## config.mk

```make
export PLATFORM = sky130hd
export DESIGN_NAME = hdlc_async_deframer_unit
export DESIGN_NICKNAME = d
export VERILOG_FILES = /design/src/sv/hdlcd_pkg.sv /design/src/sv/hdlc_async_deframer_unit.sv /design/src/sv/hdlcd_core.sv
export SDC_FILE = /design/constraint.sdc
export NUM_CORES = 1
export LEC_CHECK = 0
export ABC_AREA = 1
export BUFFER_PORTS_ARGS = -buffer_cell sky130_fd_sc_hd__clkbuf_2
export CORE_MARGIN = 2
export CORE_UTILIZATION = 50
export CTS_CLUSTER_SIZE = 12
export DETAILED_ROUTE_END_ITERATION = 8
export PLACE_DENSITY = 0.7
export SYNTH_ARGS = -nofsm -noshare
export SYNTH_HDL_FRONTEND = slang
export SYNTH_SLANG_ARGS = --single-unit
export TNS_END_PERCENT = 20
```

## constraint.sdc

```tcl
create_clock -name clk -period 3.84 [get_ports clk]
set_clock_uncertainty 0.1 [all_clocks]
set_input_delay 0.96 -clock clk [delete_from_list [all_inputs] [get_ports clk]]
set_output_delay 0.96 -clock clk [all_outputs]
set_load 0.05 [all_outputs]
```

## src/sv/hdlcd_pkg.sv

```systemverilog
`timescale 1ns / 1ps

package hdlcd_pkg;

    localparam logic [7:0]  FLAG_BYTE      = 8'h7E;
    localparam logic [7:0]  ESC_BYTE       = 8'h7D;
    localparam logic [7:0]  ESC_MASK       = 8'h20;
    localparam logic [7:0]  BROADCAST_ADDR = 8'hFF;
    localparam logic [15:0] MIN_LEN        = 16'd4;
    localparam logic [15:0] CRC_POLY       = 16'h8408;

    localparam logic [7:0]  OWN_ADDR_RST   = 8'd1;
    localparam logic [7:0]  PEER_ADDR_RST  = 8'd2;
    localparam logic [15:0] CRC_START_RST  = 16'hFFFF;
    localparam logic [15:0] CAPACITY_RST   = 16'd256;

    localparam logic [1:0]  REG_OWN_ADDR   = 2'd0;
    localparam logic [1:0]  REG_PEER_ADDR  = 2'd1;
    localparam logic [1:0]  REG_CRC_START  = 2'd2;
    localparam logic [1:0]  REG_CAPACITY   = 2'd3;

    typedef enum logic [1:0] {
        ST_HUNT = 2'd0,
        ST_ADDR = 2'd1,
        ST_DATA = 2'd2,
        ST_ESC  = 2'd3
    } line_state_t;

    typedef enum logic [2:0] {
        KIND_BYTE   = 3'd0,
        KIND_GOOD   = 3'd1,
        KIND_CRCERR = 3'd2,
        KIND_SHORT  = 3'd3,
        KIND_ABORT  = 3'd4
    } kind_t;

    typedef struct packed {
        logic [7:0]  own_address;
        logic [7:0]  partner_address;
        logic [15:0] crc_start;
        logic [15:0] frame_capacity;
    } cfg_t;

    typedef struct packed {
        kind_t       kind;
        logic [7:0]  value;
        logic [15:0] frame_length;
    } result_t;

    // reflected CRC-16, one byte
    function automatic logic [15:0] crc_update(input logic [15:0] crc, input logic [7:0] b);
        logic [15:0] c;
        c = crc ^ {8'h00, b};
        for (int i = 0; i < 8; i++)
        begin
            if (c[0])
                c = (c >> 1) ^ CRC_POLY;
            else
                c = c >> 1;
        end
        return c;
    endfunction

endpackage

```

## src/sv/hdlc_async_deframer_unit.sv

```systemverilog
`timescale 1ns / 1ps
// Throughput: one line byte per cycle while the skid entry is empty; the per-byte
// CRC step and frame logic sit between the state registers and a two-entry output
// buffer (head and skid entries), where each result is registered before output.
// Reset (rst_n, async, active low): registers take their default values, the
// deframer hunts for a flag, and the output buffer is empty.

module hdlc_async_deframer_unit (
    input  logic        clk,
    input  logic        rst_n,
    input  logic        psel,
    input  logic        penable,
    input  logic        pwrite,
    input  logic [3:0]  paddr,
    input  logic [31:0] pwdata,
    output logic [31:0] prdata,
    output logic        pready,
    input  logic        in_valid,
    output logic        in_ready,
    input  logic [7:0]  line_byte,
    output logic        out_valid,
    input  logic        out_ready,
    output logic [2:0]  kind,
    output logic [7:0]  value,
    output logic [15:0] frame_length
);

    hdlcd_pkg::cfg_t    cfg_reg;
    hdlcd_pkg::result_t res;
    hdlcd_pkg::result_t head_reg, head_next;
    hdlcd_pkg::result_t skid_reg, skid_next;
    logic               head_valid_reg, head_valid_next;
    logic               skid_valid_reg, skid_valid_next;
    logic               res_valid;
    logic               fire;
    logic               push;
    logic               pop;
    logic               wr_en;

    assign pready = 1'b1;
    assign wr_en  = psel && penable && pwrite;

    always_ff @(posedge clk or negedge rst_n)
    begin
        if (!rst_n)
        begin
            cfg_reg.own_address     <= hdlcd_pkg::OWN_ADDR_RST;
            cfg_reg.partner_address <= hdlcd_pkg::PEER_ADDR_RST;
            cfg_reg.crc_start       <= hdlcd_pkg::CRC_START_RST;
            cfg_reg.frame_capacity  <= hdlcd_pkg::CAPACITY_RST;
        end
        else if (wr_en)
        begin
            unique case (paddr[3:2])
                hdlcd_pkg::REG_OWN_ADDR:  cfg_reg.own_address     <= pwdata[7:0];
                hdlcd_pkg::REG_PEER_ADDR: cfg_reg.partner_address <= pwdata[7:0];
                hdlcd_pkg::REG_CRC_START: cfg_reg.crc_start       <= pwdata[15:0];
                hdlcd_pkg::REG_CAPACITY:  cfg_reg.frame_capacity  <= pwdata[15:0];
                default: ;
            endcase
        end
    end

    always_comb
    begin
        unique case (paddr[3:2])
            hdlcd_pkg::REG_OWN_ADDR:  prdata = {24'd0, cfg_reg.own_address};
            hdlcd_pkg::REG_PEER_ADDR: prdata = {24'd0, cfg_reg.partner_address};
            hdlcd_pkg::REG_CRC_START: prdata = {16'd0, cfg_reg.crc_start};
            hdlcd_pkg::REG_CAPACITY:  prdata = {16'd0, cfg_reg.frame_capacity};
            default:                  prdata = '0;
        endcase
    end

    assign in_ready = !skid_valid_reg;
    assign fire     = in_valid && in_ready;

    hdlcd_core u_core (
        .clk       (clk),
        .rst_n     (rst_n),
        .cfg       (cfg_reg),
        .fire      (fire),
        .line_byte (line_byte),
        .res_valid (res_valid),
        .res       (res)
    );

    assign push = fire && res_valid;
    assign pop  = head_valid_reg && out_ready;

    always_comb
    begin
        head_next       = head_reg;
        skid_next       = skid_reg;
        head_valid_next = head_valid_reg;
        skid_valid_next = skid_valid_reg;
        if (!head_valid_reg || pop)
        begin
            if (skid_valid_reg)
            begin
                // skid full means no push this cycle
                head_next       = skid_reg;
                head_valid_next = 1'b1;
                skid_valid_next = 1'b0;
            end
            else
            begin
                head_next       = res;
                head_valid_next = push;
            end
        end
        else if (push)
        begin
            // head stalled: hold the new beat in the skid stage
            skid_next       = res;
            skid_valid_next = 1'b1;
        end
    end

    always_ff @(posedge clk or negedge rst_n)
    begin
        if (!rst_n)
        begin
            head_valid_reg <= 1'b0;
            skid_valid_reg <= 1'b0;
        end
        else
        begin
            head_valid_reg <= head_valid_next;
            skid_valid_reg <= skid_valid_next;
        end
    end

    always_ff @(posedge clk)
    begin
        head_reg <= head_next;
        skid_reg <= skid_next;
    end

    assign out_valid    = head_valid_reg;
    assign kind         = head_reg.kind;
    assign value        = head_reg.value;
    assign frame_length = head_reg.frame_length;

endmodule

```

## src/sv/hdlcd_core.sv

```systemverilog
`timescale 1ns / 1ps

module hdlcd_core (
    input  logic                clk,
    input  logic                rst_n,
    input  hdlcd_pkg::cfg_t     cfg,
    input  logic                fire,
    input  logic [7:0]          line_byte,
    output logic                res_valid,
    output hdlcd_pkg::result_t  res
);

    hdlcd_pkg::line_state_t state_reg, state_next;
    logic [15:0] count_reg, count_next;
    logic [15:0] crc_reg, crc_next;
    logic [7:0]  held0_reg, held0_next;
    logic [7:0]  held1_reg, held1_next;

    logic [7:0]  b;
    logic [15:0] fcs;
    logic        addr_ok;

    always_ff @(posedge clk or negedge rst_n)
    begin
        if (!rst_n)
        begin
            state_reg <= hdlcd_pkg::ST_HUNT;
            count_reg <= '0;
            crc_reg   <= hdlcd_pkg::CRC_START_RST;
            held0_reg <= '0;
            held1_reg <= '0;
        end
        else if (fire)
        begin
            state_reg <= state_next;
            count_reg <= count_next;
            crc_reg   <= crc_next;
            held0_reg <= held0_next;
            held1_reg <= held1_next;
        end
    end

    always_comb
    begin
        state_next = state_reg;
        count_next = count_reg;
        crc_next   = crc_reg;
        held0_next = held0_reg;
        held1_next = held1_reg;
        res_valid  = 1'b0;
        res.kind   = hdlcd_pkg::KIND_BYTE;
        res.value  = '0;
        res.frame_length = '0;

        b       = (state_reg == hdlcd_pkg::ST_ESC) ? (line_byte ^ hdlcd_pkg::ESC_MASK)
                                                   : line_byte;
        fcs     = {held1_reg, held0_reg};
        addr_ok = (b == cfg.own_address) || (b == cfg.partner_address)
               || (b == hdlcd_pkg::BROADCAST_ADDR);

        if (line_byte == hdlcd_pkg::FLAG_BYTE)
        begin
            if (state_reg != hdlcd_pkg::ST_HUNT && count_reg != '0)
            begin
                res_valid = 1'b1;
                res.frame_length = (count_reg >= 16'd2) ? count_reg - 16'd2 : '0;
                if (count_reg < hdlcd_pkg::MIN_LEN)
                    res.kind = hdlcd_pkg::KIND_SHORT;
                else if (crc_reg == fcs)
                    res.kind = hdlcd_pkg::KIND_GOOD;
                else
                    res.kind = hdlcd_pkg::KIND_CRCERR;
            end
            state_next = hdlcd_pkg::ST_ADDR;
            count_next = '0;
            crc_next   = cfg.crc_start;
            held0_next = '0;
            held1_next = '0;
        end
        else if (state_reg == hdlcd_pkg::ST_HUNT)
        begin
            state_next = hdlcd_pkg::ST_HUNT;
        end
        else if (line_byte == hdlcd_pkg::ESC_BYTE)
        begin
            state_next = hdlcd_pkg::ST_ESC;
        end
        else if (count_reg >= cfg.frame_capacity)
        begin
            // overflow: drop the byte and go hunting
            res_valid  = 1'b1;
            res.kind   = hdlcd_pkg::KIND_ABORT;
            state_next = hdlcd_pkg::ST_HUNT;
            count_next = '0;
            crc_next   = cfg.crc_start;
            held0_next = '0;
            held1_next = '0;
        end
        else
        begin
            if (count_reg >= 16'd2)
            begin
                crc_next  = hdlcd_pkg::crc_update(crc_reg, held0_reg);
                res_valid = 1'b1;
                res.kind  = hdlcd_pkg::KIND_BYTE;
                res.value = held0_reg;
            end
            held0_next = held1_reg;
            held1_next = b;
            count_next = count_reg + 16'd1;
            if (count_reg == '0)
            begin
                if (addr_ok)
                    state_next = hdlcd_pkg::ST_DATA;
                else
                begin
                    state_next = hdlcd_pkg::ST_HUNT;
                    count_next = '0;
                    crc_next   = cfg.crc_start;
                    held0_next = '0;
                    held1_next = '0;
                end
            end
            else
            begin
                state_next = hdlcd_pkg::ST_DATA;
            end
        end
    end

endmodule
```

# == Word-level counts from Yosys, hierarchy flattened ==
# Index checks and enable logic that the tools add are counted.
# W data, S select, Z words.
# word_totals
regBits,154
latch_bits,0
mem_bits_rw,0
mem_bits_ro,0
input_bits,51
output_inout_bits,62
mem_count,0
# classes
addsub,2
multipliers,0
n_div,0
magnitude_cmp,3
eq_ne,12
shifts,0
n_mux,99
bitwise_logic,11
reduce_logical,23
# ops
operator,n
$mux W16,59
$pmux W32 S4,1
$mux W8,15
$mux W27,1
$not A2 Y3,8
$mux W11,2
$mux W2,9
$add A16 B1 Y16 const B,1
$eq A16 B16 Y1,1
$eq A8 B7 Y1 const B,2
$eq A8 B8 Y1,2
$ge A16 B16 Y1,1
$ge A16 B2 Y1 const B,1
$logic_not A16 Y1,1
$lt A16 B3 Y1 const B,1
$reduce_bool A16 Y1,1
$sub A16 B2 Y16 const B,1
$xor A16 B8 Y16,1
$reduce_and A2 Y1,5
$mux W1,9
$eq A8 B8 Y1 const B,1
$eq A2 B2 Y1 const B,3
$logic_and A1 B1 Y1,6
$mux W3,2
other kinds (9),16

# == Longest topological paths before layout ==
# Gate-level depths: netlist of run 1.
# logic_depth
depth_word,59
mapped_depth,15
ltp_nobuf,14

# == Hierarchy ==
# A second synthesis of run 1 with hierarchy kept.
# unflattened
hier_cells,1243
area_unflattened_um2,9424.0
# modules_own_cells
module,instances,cells_per_inst,area_per_inst_um2
hdlcd_core,1,786,4933.5
hdlc_async_deframer_unit,1,457,4490.6

# == Worst setup path before layout of run 1 ==
# OpenSTA, ideal clock, no wires.
# synth_timing
path_type,in2reg
startpoint,input port out_ready
endpoint,register skid_reg[0] (netlist bit) (enable)
t_arrival_ps,3080
setup_slack_ps,240
stages,3
n_path_buf,0
path_cell_list,inv_1 > nand2_1 > a21oi_1
# synth_via
elab_chain_len,4
# synth_lines
item,line,source
from (decl),hdlc_async_deframer_unit.sv:22,"input logic out_ready,"
$logic_and A1 B1 Y1,hdlc_async_deframer_unit.sv:89,assign pop = head_valid_reg && out_ready;
$logic_or A1 B1 Y1,hdlc_async_deframer_unit.sv:97,if (!head_valid_reg || pop)
$not A1 Y1 (no source line),--,
$reduce_and A2 Y1 (no source line),--,
to (signal assigned),hdlc_async_deframer_unit.sv:137,skid_reg <= skid_next;
to (decl),hdlc_async_deframer_unit.sv:31,"hdlcd_pkg::result_t skid_reg, skid_next;"
# Every way passes these cells.
# A chain may end at the register's enable or synchronous reset.

# == Worst setup path in the final report of run 1 ==
# layout_timing
startpoint,input port paddr[2]
endpoint,output port prdata[5]
# layout_via
elab_chain_len,2
elab_cells_between_ends,5
cone_classes,3 x eq/ne; 1 x mux; 1 x reduce/logical
# layout_lines
item,line,source
from (decl),hdlc_async_deframer_unit.sv:14,"input logic [3:0] paddr,"
"$eq A2 B2 Y1, or another cell as far along",hdlc_async_deframer_unit.sv:66,unique case (paddr[3:2])
$pmux W32 S4 *,hdlc_async_deframer_unit.sv:66,
to (decl),hdlc_async_deframer_unit.sv:16,"output logic [31:0] prdata,"
# Every way passes the cells marked *; elsewhere a longest branch is shown, timed or not. The select of a mux whose other input is x is not followed.

==> metrics.yaml, run 1 <==
clocking:
  cts_made_buffers: 17
  cts_resized: 0
  cts_root_buffer: "clkbuf_16"
  cts_hold_buf: 0
  cts.sinks: 154
  clkLatencyLatePin_ns: 0.43
  cts.htree.levels: 4
  clkSlewWorstSetupHoldPaths_ns: 0.07
  postCtsSetupBuffers: 0
  clk_path_buf_depth: 2
  tritoncts: "yes"
logic_synthesis:
  ys.flop_type: "dfrtp_1"
  syn_inst: 1167
  syn_avg_cell_area_um2: 7.862
  synth-edff-count: 54
  synth-seq-cells: 154
  synth.distinct_cells: 49
  synth-seq-area-share_pct: 45.42
  ys_warn_count: 0
  syn_area_um2: 9175
  async_flop_share_pct: 64.94
detailed_routing:
  drc_errors: 0
  wl_um: 22270
  dr.pass1.iters: 7
  wl_met2_um: 10170
  top_layer_used: "met4"
  dr_wl_met3_um: 1525
  drt_iter0_drc: 541
  postRouteAntennaNets: 0
  via_per_inst: 5.200
  met1_length_um: 10200
  routed-via-count: 7654
  wl_per_cell_um: 15.13
run:
  maxCapViolations: 0
floorplan:
  die_h_um: 139.5
  die-area_um2: 19450
  core_area_um2: 17960
  start_util_pct: 51.08
  rows: 49
  die_x_um: 139.5
  ios: 113
hold_path:
  hold_class: "flip-flop to flip-flop"
  min_from: "u_core.crc_reg[2]"
critical_path:
  crit_fanout: 10
  cp.required_ns: 2.78
  path_class: "primary input to primary output"
  end_kind: "primary output"
  cp.arrival_ns: 2.24
  start_kind: "primary input"
  worstReg2RegStart: "u_core.count_reg[0]"
  critPathLaunch: "paddr[2]"
sta:
  rsz0062_at_grt: "no"
  slew_viol_final: 0
  tns_ns: 0
  fmax_mhz: 303.0
  finalSetupViolCount: 0
  worstMarginPinSlew_ns: 0.9674
  hold_violations: 0
  fin_crit_sh_pct: 85.96
  fin_crit_ns: 3.301
  relSlewSlack_pct: 35.35
place:
  gp_congestion: 0.9153
  place_area_um2: 9610
  port_buffers: 77
  dp_hpwl_um: 16220
cells_and_area:
  layout_commonest_cell: "nand2_1"
  drive_gt1_share_pct: 16.81
  num_antenna_cells: 0
  largest_reg_flops: 48
  final_nets: 1302
  syn_to_final_growth_pct: 11.55
  stdcell_area_um2: 10230
  final_cell_mix: "400 x nand2_1, 151 x inv_1, 76 x clkbuf_2"
pwr:
  netSwitchingFraction_pct: 35.10
  p_seq_share_pct: 39.8
  leakage_nw: 5.122
  power.share.clock_pct: 33.6
  powerDensity_nw_per_um2: 524.4
  p_int_mw: 3.483
  p_comb_share_pct: 26.6
  ir_drop_mv: 0.3860
  switchingPower_mw: 1.884
global_route:
  grt_pass1_wl_um: 36980
  overflow: 0
  grt_max_degree: 56
  antenna_found_initial: 0
  grt_pass1_vias: 7135
  grt_use_total_pct: 23.76
run_status:
  status: "completed"
metrics by stage:
step / total power, mW / setup slack [ns] / hold slack [ns] / utilization (%) / instances
floorplan: 3.195 / 0.2400 / 0.3530 / - / 1182
CTS: 5.378 / 0.5635 / 0.3797 / 56.98 / 1472
global placement: 3.540 / 0.5989 / 0.3649 / 53.50 / 1440
finish: 5.367 / 0.5392 / 0.3814 / 56.98 / 1472
global route: 5.682 / 0.4188 / 0.4024 / 56.98 / 1472
detailed placement: 3.570 / 0.5676 / 0.3680 / 53.50 / 1440
kinds of logic after synthesis:
kind of cell	Yosys count	synth area share (%)
xor+xnor	36	3.437
simple gates	629	30.74
flops	154	45.42
other cells	2	0.08185
buf+inv	215	10.61
compound gates	110	6.846
fa+ha+maj	21	2.864
power by group through the flow:
stage	registers, mW	logic, mW	clock network (mW)
after floorplan	2.09	1.11	0
after global placement	2.15	1.39	0
after detailed placement	2.16	1.41	0
after CTS	2.13	1.43	1.82
after global routing	2.16	1.62	1.91
final	2.13	1.43	1.80
cell type report:
class / instances / area, um2
flip-flops and latches: 154 / 4168
well taps: 229 / 286.5
clock buffers: 19 / 432.9
inverters: 158 / 594.3
repair buffers: 86 / 467.9
clock inverters: 13 / 191.4
multi-input cells: 813 / 4094
fillers: 1620 / 7729
critical path: stages:
cell	delay [ns]
clkbuf_2	0.10
inv_1	0.07
nand2_1	0.24
inv_1	0.32
nand2_1	0.10
o2111ai_1	0.12
clkbuf_2	0.33
final timing paths:
path / endpoint / slack (ns) / cells past startpoint
worst max-delay path: prdata[5] / 0.54 / 7
worst min-delay path: u_core.crc_reg[2] / 0.38 / 2
worst max register to register: u_core.held0_reg[1] / 0.95 / 11
worst min register to register: u_core.crc_reg[2] / 0.38 / 2
max in group asynchronous: cfg_reg[33] / 2.37 / 2
min in group asynchronous: u_core.held0_reg[4] / 0.50 / 1
synth_stat cells (9+ instances only):
library cell    n  area share, %
xnor2_1        15            1.4
nand2_1       400             16
a21oi_1        15           0.82
buf_4          22            1.8
dfrtp_1        65             18
dfstp_2        35             10
nor2_1         67            2.7
xor2_1         21            2.0
clkbuf_1       14           0.57
o21ai_0        60            3.3
inv_1         151            6.2
buf_6          10            1.2
ha_1           21            2.9
nand3_1        75            4.1
nor3_1          9           0.49
nand4_1        28            1.9
edfxtp_1       54             18
nor2_2         12           0.82
routing by layer:
metal	GRT usage (%)	vias up
met1	34.22	3517
met3	4.267	30
li1	-	3812
met5	0	-
met4	7.602	0
met2	36.58	295
Note: power is estimated with default switching activity, not from simulation.
==> inputs of run 2 (changes only) <==
Settings changed: ABC_AREA 1 to unset, BUFFER_PORTS_ARGS -buffer_cell sky130_fd_sc_hd__clkbuf_2 to -buffer_cell sky130_fd_sc_hd__buf_4, PLACE_DENSITY 0.7 to 0.71.
==> metrics.yaml, run 2 <==
run_status:
  status: "completed"
floorplan:
  rows: 47
  die_x_um: 133.2
  core_area_um2: 16470
  die_h_um: 133.2
  start_util_pct: 50.71
  ios: 113
  die-area_um2: 17750
logic_synthesis:
  synth_top_area_share_pct: 19.48
  synth-edff-count: 54
  synth-seq-cells: 154
  synthTopCellsByArea: "dfrtp_1 19%, edfxtp_1 19%, dfstp_2 11%"
  ys.flop_type: "dfrtp_1"
  ys_warn_count: 0
  yosys.area_share.adder_pct: 3.147
  synth_top_area_cell: "dfrtp_1"
  synth-simple-area-share_pct: 13.04
  synth-seq-area-share_pct: 49.92
  syn_inst: 770
  syn_area_um2: 8349
  synth.most_common_cell: "nand2_1"
  synthMuxAreaShare_pct: 10.24
  async_flop_share_pct: 64.94
  synth_common_cells: "83 x nand2_1, 65 x dfrtp_1, 54 x edfxtp_1"
  synth.distinct_cells: 55
  syn_avg_cell_area_um2: 10.84
  synth_top_family_by_area: "simple AND/OR/NAND/NOR gates"
  synth_compound_area_share_pct: 10.55
  synth_xor_xnor_area_share_pct: 7.088
global_route:
  antenna_found_initial: 0
  overflow: 0
  grt_use_total_pct: 22.09
  grt_pass1_wl_um: 30770
  grt_max_degree: 61
  grt_pass1_vias: 5884
clocking:
  clkLatencyLatePin_ns: 0.43
  cts.htree.levels: 4
  cts_made_buffers: 17
  postCtsSetupBuffers: 0
  cts.sinks: 154
  cts_hold_buf: 0
  cts_root_buffer: "clkbuf_16"
  clkSlewWorstSetupHoldPaths_ns: 0.06
  clk_path_buf_depth: 2
  tritoncts: "yes"
  cts_resized: 0
place:
  port_buffers: 77
  gp_congestion: 0.8933
  dp_hpwl_um: 13930
critical_path:
  worst-path-buf-inv: 2
  worstReg2RegStart: "u_core.count_reg[0]"
  crit_family: "compound AO/OA/AOI/OAI gates"
  ff2ff_path_depth: 9
  end_kind: "flip-flop"
  start_kind: "flip-flop"
  crit_path_max_incr_delay_ns: 0.63
  cp.arrival_ns: 3.39
  crit_fanout: 16
  slowest_stage: "or3_1"
  path_class: "flip-flop to flip-flop"
  r2r_end: "value[2]"
  crit_chain: "inv_1, ha_1, nand2b_1, a2111o_1, a311oi_1, buf_4, nand2_1, or3_1, o31ai_1"
  r2r_slack_ns: 0.59
  cp.required_ns: 3.98
detailed_routing:
  drt_iter0_drc: 396
  via_per_inst: 5.667
  routed-via-count: 6047
  wl_per_cell_um: 18.01
  postRouteAntennaNets: 0
  wl_um: 19210
  drc_errors: 0
  dr.pass1.iters: 5
cells_and_area:
  drive_gt1_share_pct: 26.80
  layout_commonest_cell: "buf_4"
  syn_to_final_growth_pct: 16.18
  final_nets: 906
  num_antenna_cells: 0
  final_cell_mix: "94 x buf_4, 83 x nand2_1, 65 x dfrtp_1"
  largest_reg_flops: 48
hold_path:
  worstHoldEndpoint: "frame_length[14]"
  min_from: "skid_reg[14]"
  hold_class: "flip-flop to flip-flop"
  holdPathStages: 2
sta:
  fin_crit_sh_pct: 84.56
  tns_ns: 0
  relSlewSlack_pct: 49.42
  slew_viol_final: 0
  rsz0062_at_grt: "no"
  hold_slack_ns: 0.4268
  fmax_mhz: 308.0
  fin_crit_ns: 3.247
  worstMarginPinSlew_ns: 0.7586
  finalSetupViolCount: 0
  hold_violations: 0
pwr:
  powerDensity_nw_per_um2: 841.1
  ir_drop_mv: 0.3948
  leakage_nw: 4.010
run:
  maxCapViolations: 0
run 2: cell types whose count changed after synthesis, moves of 25 or more:
cell / before / now
inv_1: 151 / 41
mux2_2: 0 / 51
nand2_1: 400 / 83
nand3_1: 75 / 14
o21ai_0: 60 / 6
o31ai_1: 1 / 26
xnor2_1: 15 / 41
run 2: area by class of cell:
class,count,area [um2]
Clock inverter,12,172.7
Tap cell,220,275.3
Clock buffer,20,436.7
Timing Repair Buffer,95,725.7
Sequential cell,154,4168
Fill cell,1362,6765
Inverter,41,153.9
Multi-Input combinational cell,525,3769
run 2: worst max-delay path by stage:
stage | startpoint | end | slack, ns | cells past startpoint
3_5_place_dp | line_byte[6] | skid_reg[9] | 0.55 | 7
5_1_grt | u_core.count_reg[0] | value[0] | 0.31 | 9
3_3_place_gp | u_core.count_reg[0] | value[0] | 0.61 | 9
2_1_floorplan | paddr[2] | prdata[10] | 0.04 | 4
6_report | u_core.count_reg[0] | value[2] | 0.59 | 9
4_1_cts | u_core.count_reg[0] | value[0] | 0.55 | 9
run 2: per-stage QoR:
step                      instance area, um2  worst slack (ns)  std cells  util (%)  power (mW)
after floorplan                         8421           0.04325        785         -       5.423
after CTS                               9701            0.5508       1067     58.91       8.159
after global routing                    9701            0.3123       1067     58.91       8.613
final                                   9701            0.5930       1067     58.91       8.159
after detailed placement                9091            0.5499       1035     55.21       6.385
after global placement                  9091            0.6145       1035     55.21       6.280
run 2: worst reg2reg max path, delay by kind of cell, from the launching register on:
kind                       cells  cell delay [ns]
adders and majority gates      1             0.27
AOI/OAI and AO/OA              3             0.99
DFF                            1             0.43
buffers and inverters          2             0.41
and+or+nand+nor                3             0.87
run 2: where the power goes:
group | total, mW | internal (mW) | leakage, nW | switching, mW
logic | 3.78 | 1.45 | 1.93 | 2.32
registers | 2.64 | 2.20 | 1.80 | 0.433
clock network | 1.75 | 1.08 | 0.282 | 0.663
total | 8.16 | 4.74 | 4.01 | 3.42
run 2: layer usage:
metal / part of all wire, % / wire length (um) / vias to the layer above / global-route usage, %
met5: 0 / 0 / - / 0
met4: 1.9 / 359 / 0 / 7.742
met3: 6.7 / 1284 / 29 / 4.148
met2: 47 / 9032 / 235 / 35.41
met1: 44 / 8537 / 2936 / 30.40
li1: - / - / 2847 / -
run 2: logic make-up after synthesis:
family / after synthesis
compound gates: 127
flops: 154
simple gates: 225
mux: 69
buf+inv: 106
fa+ha+maj: 21
xor+xnor: 66
other cells: 2
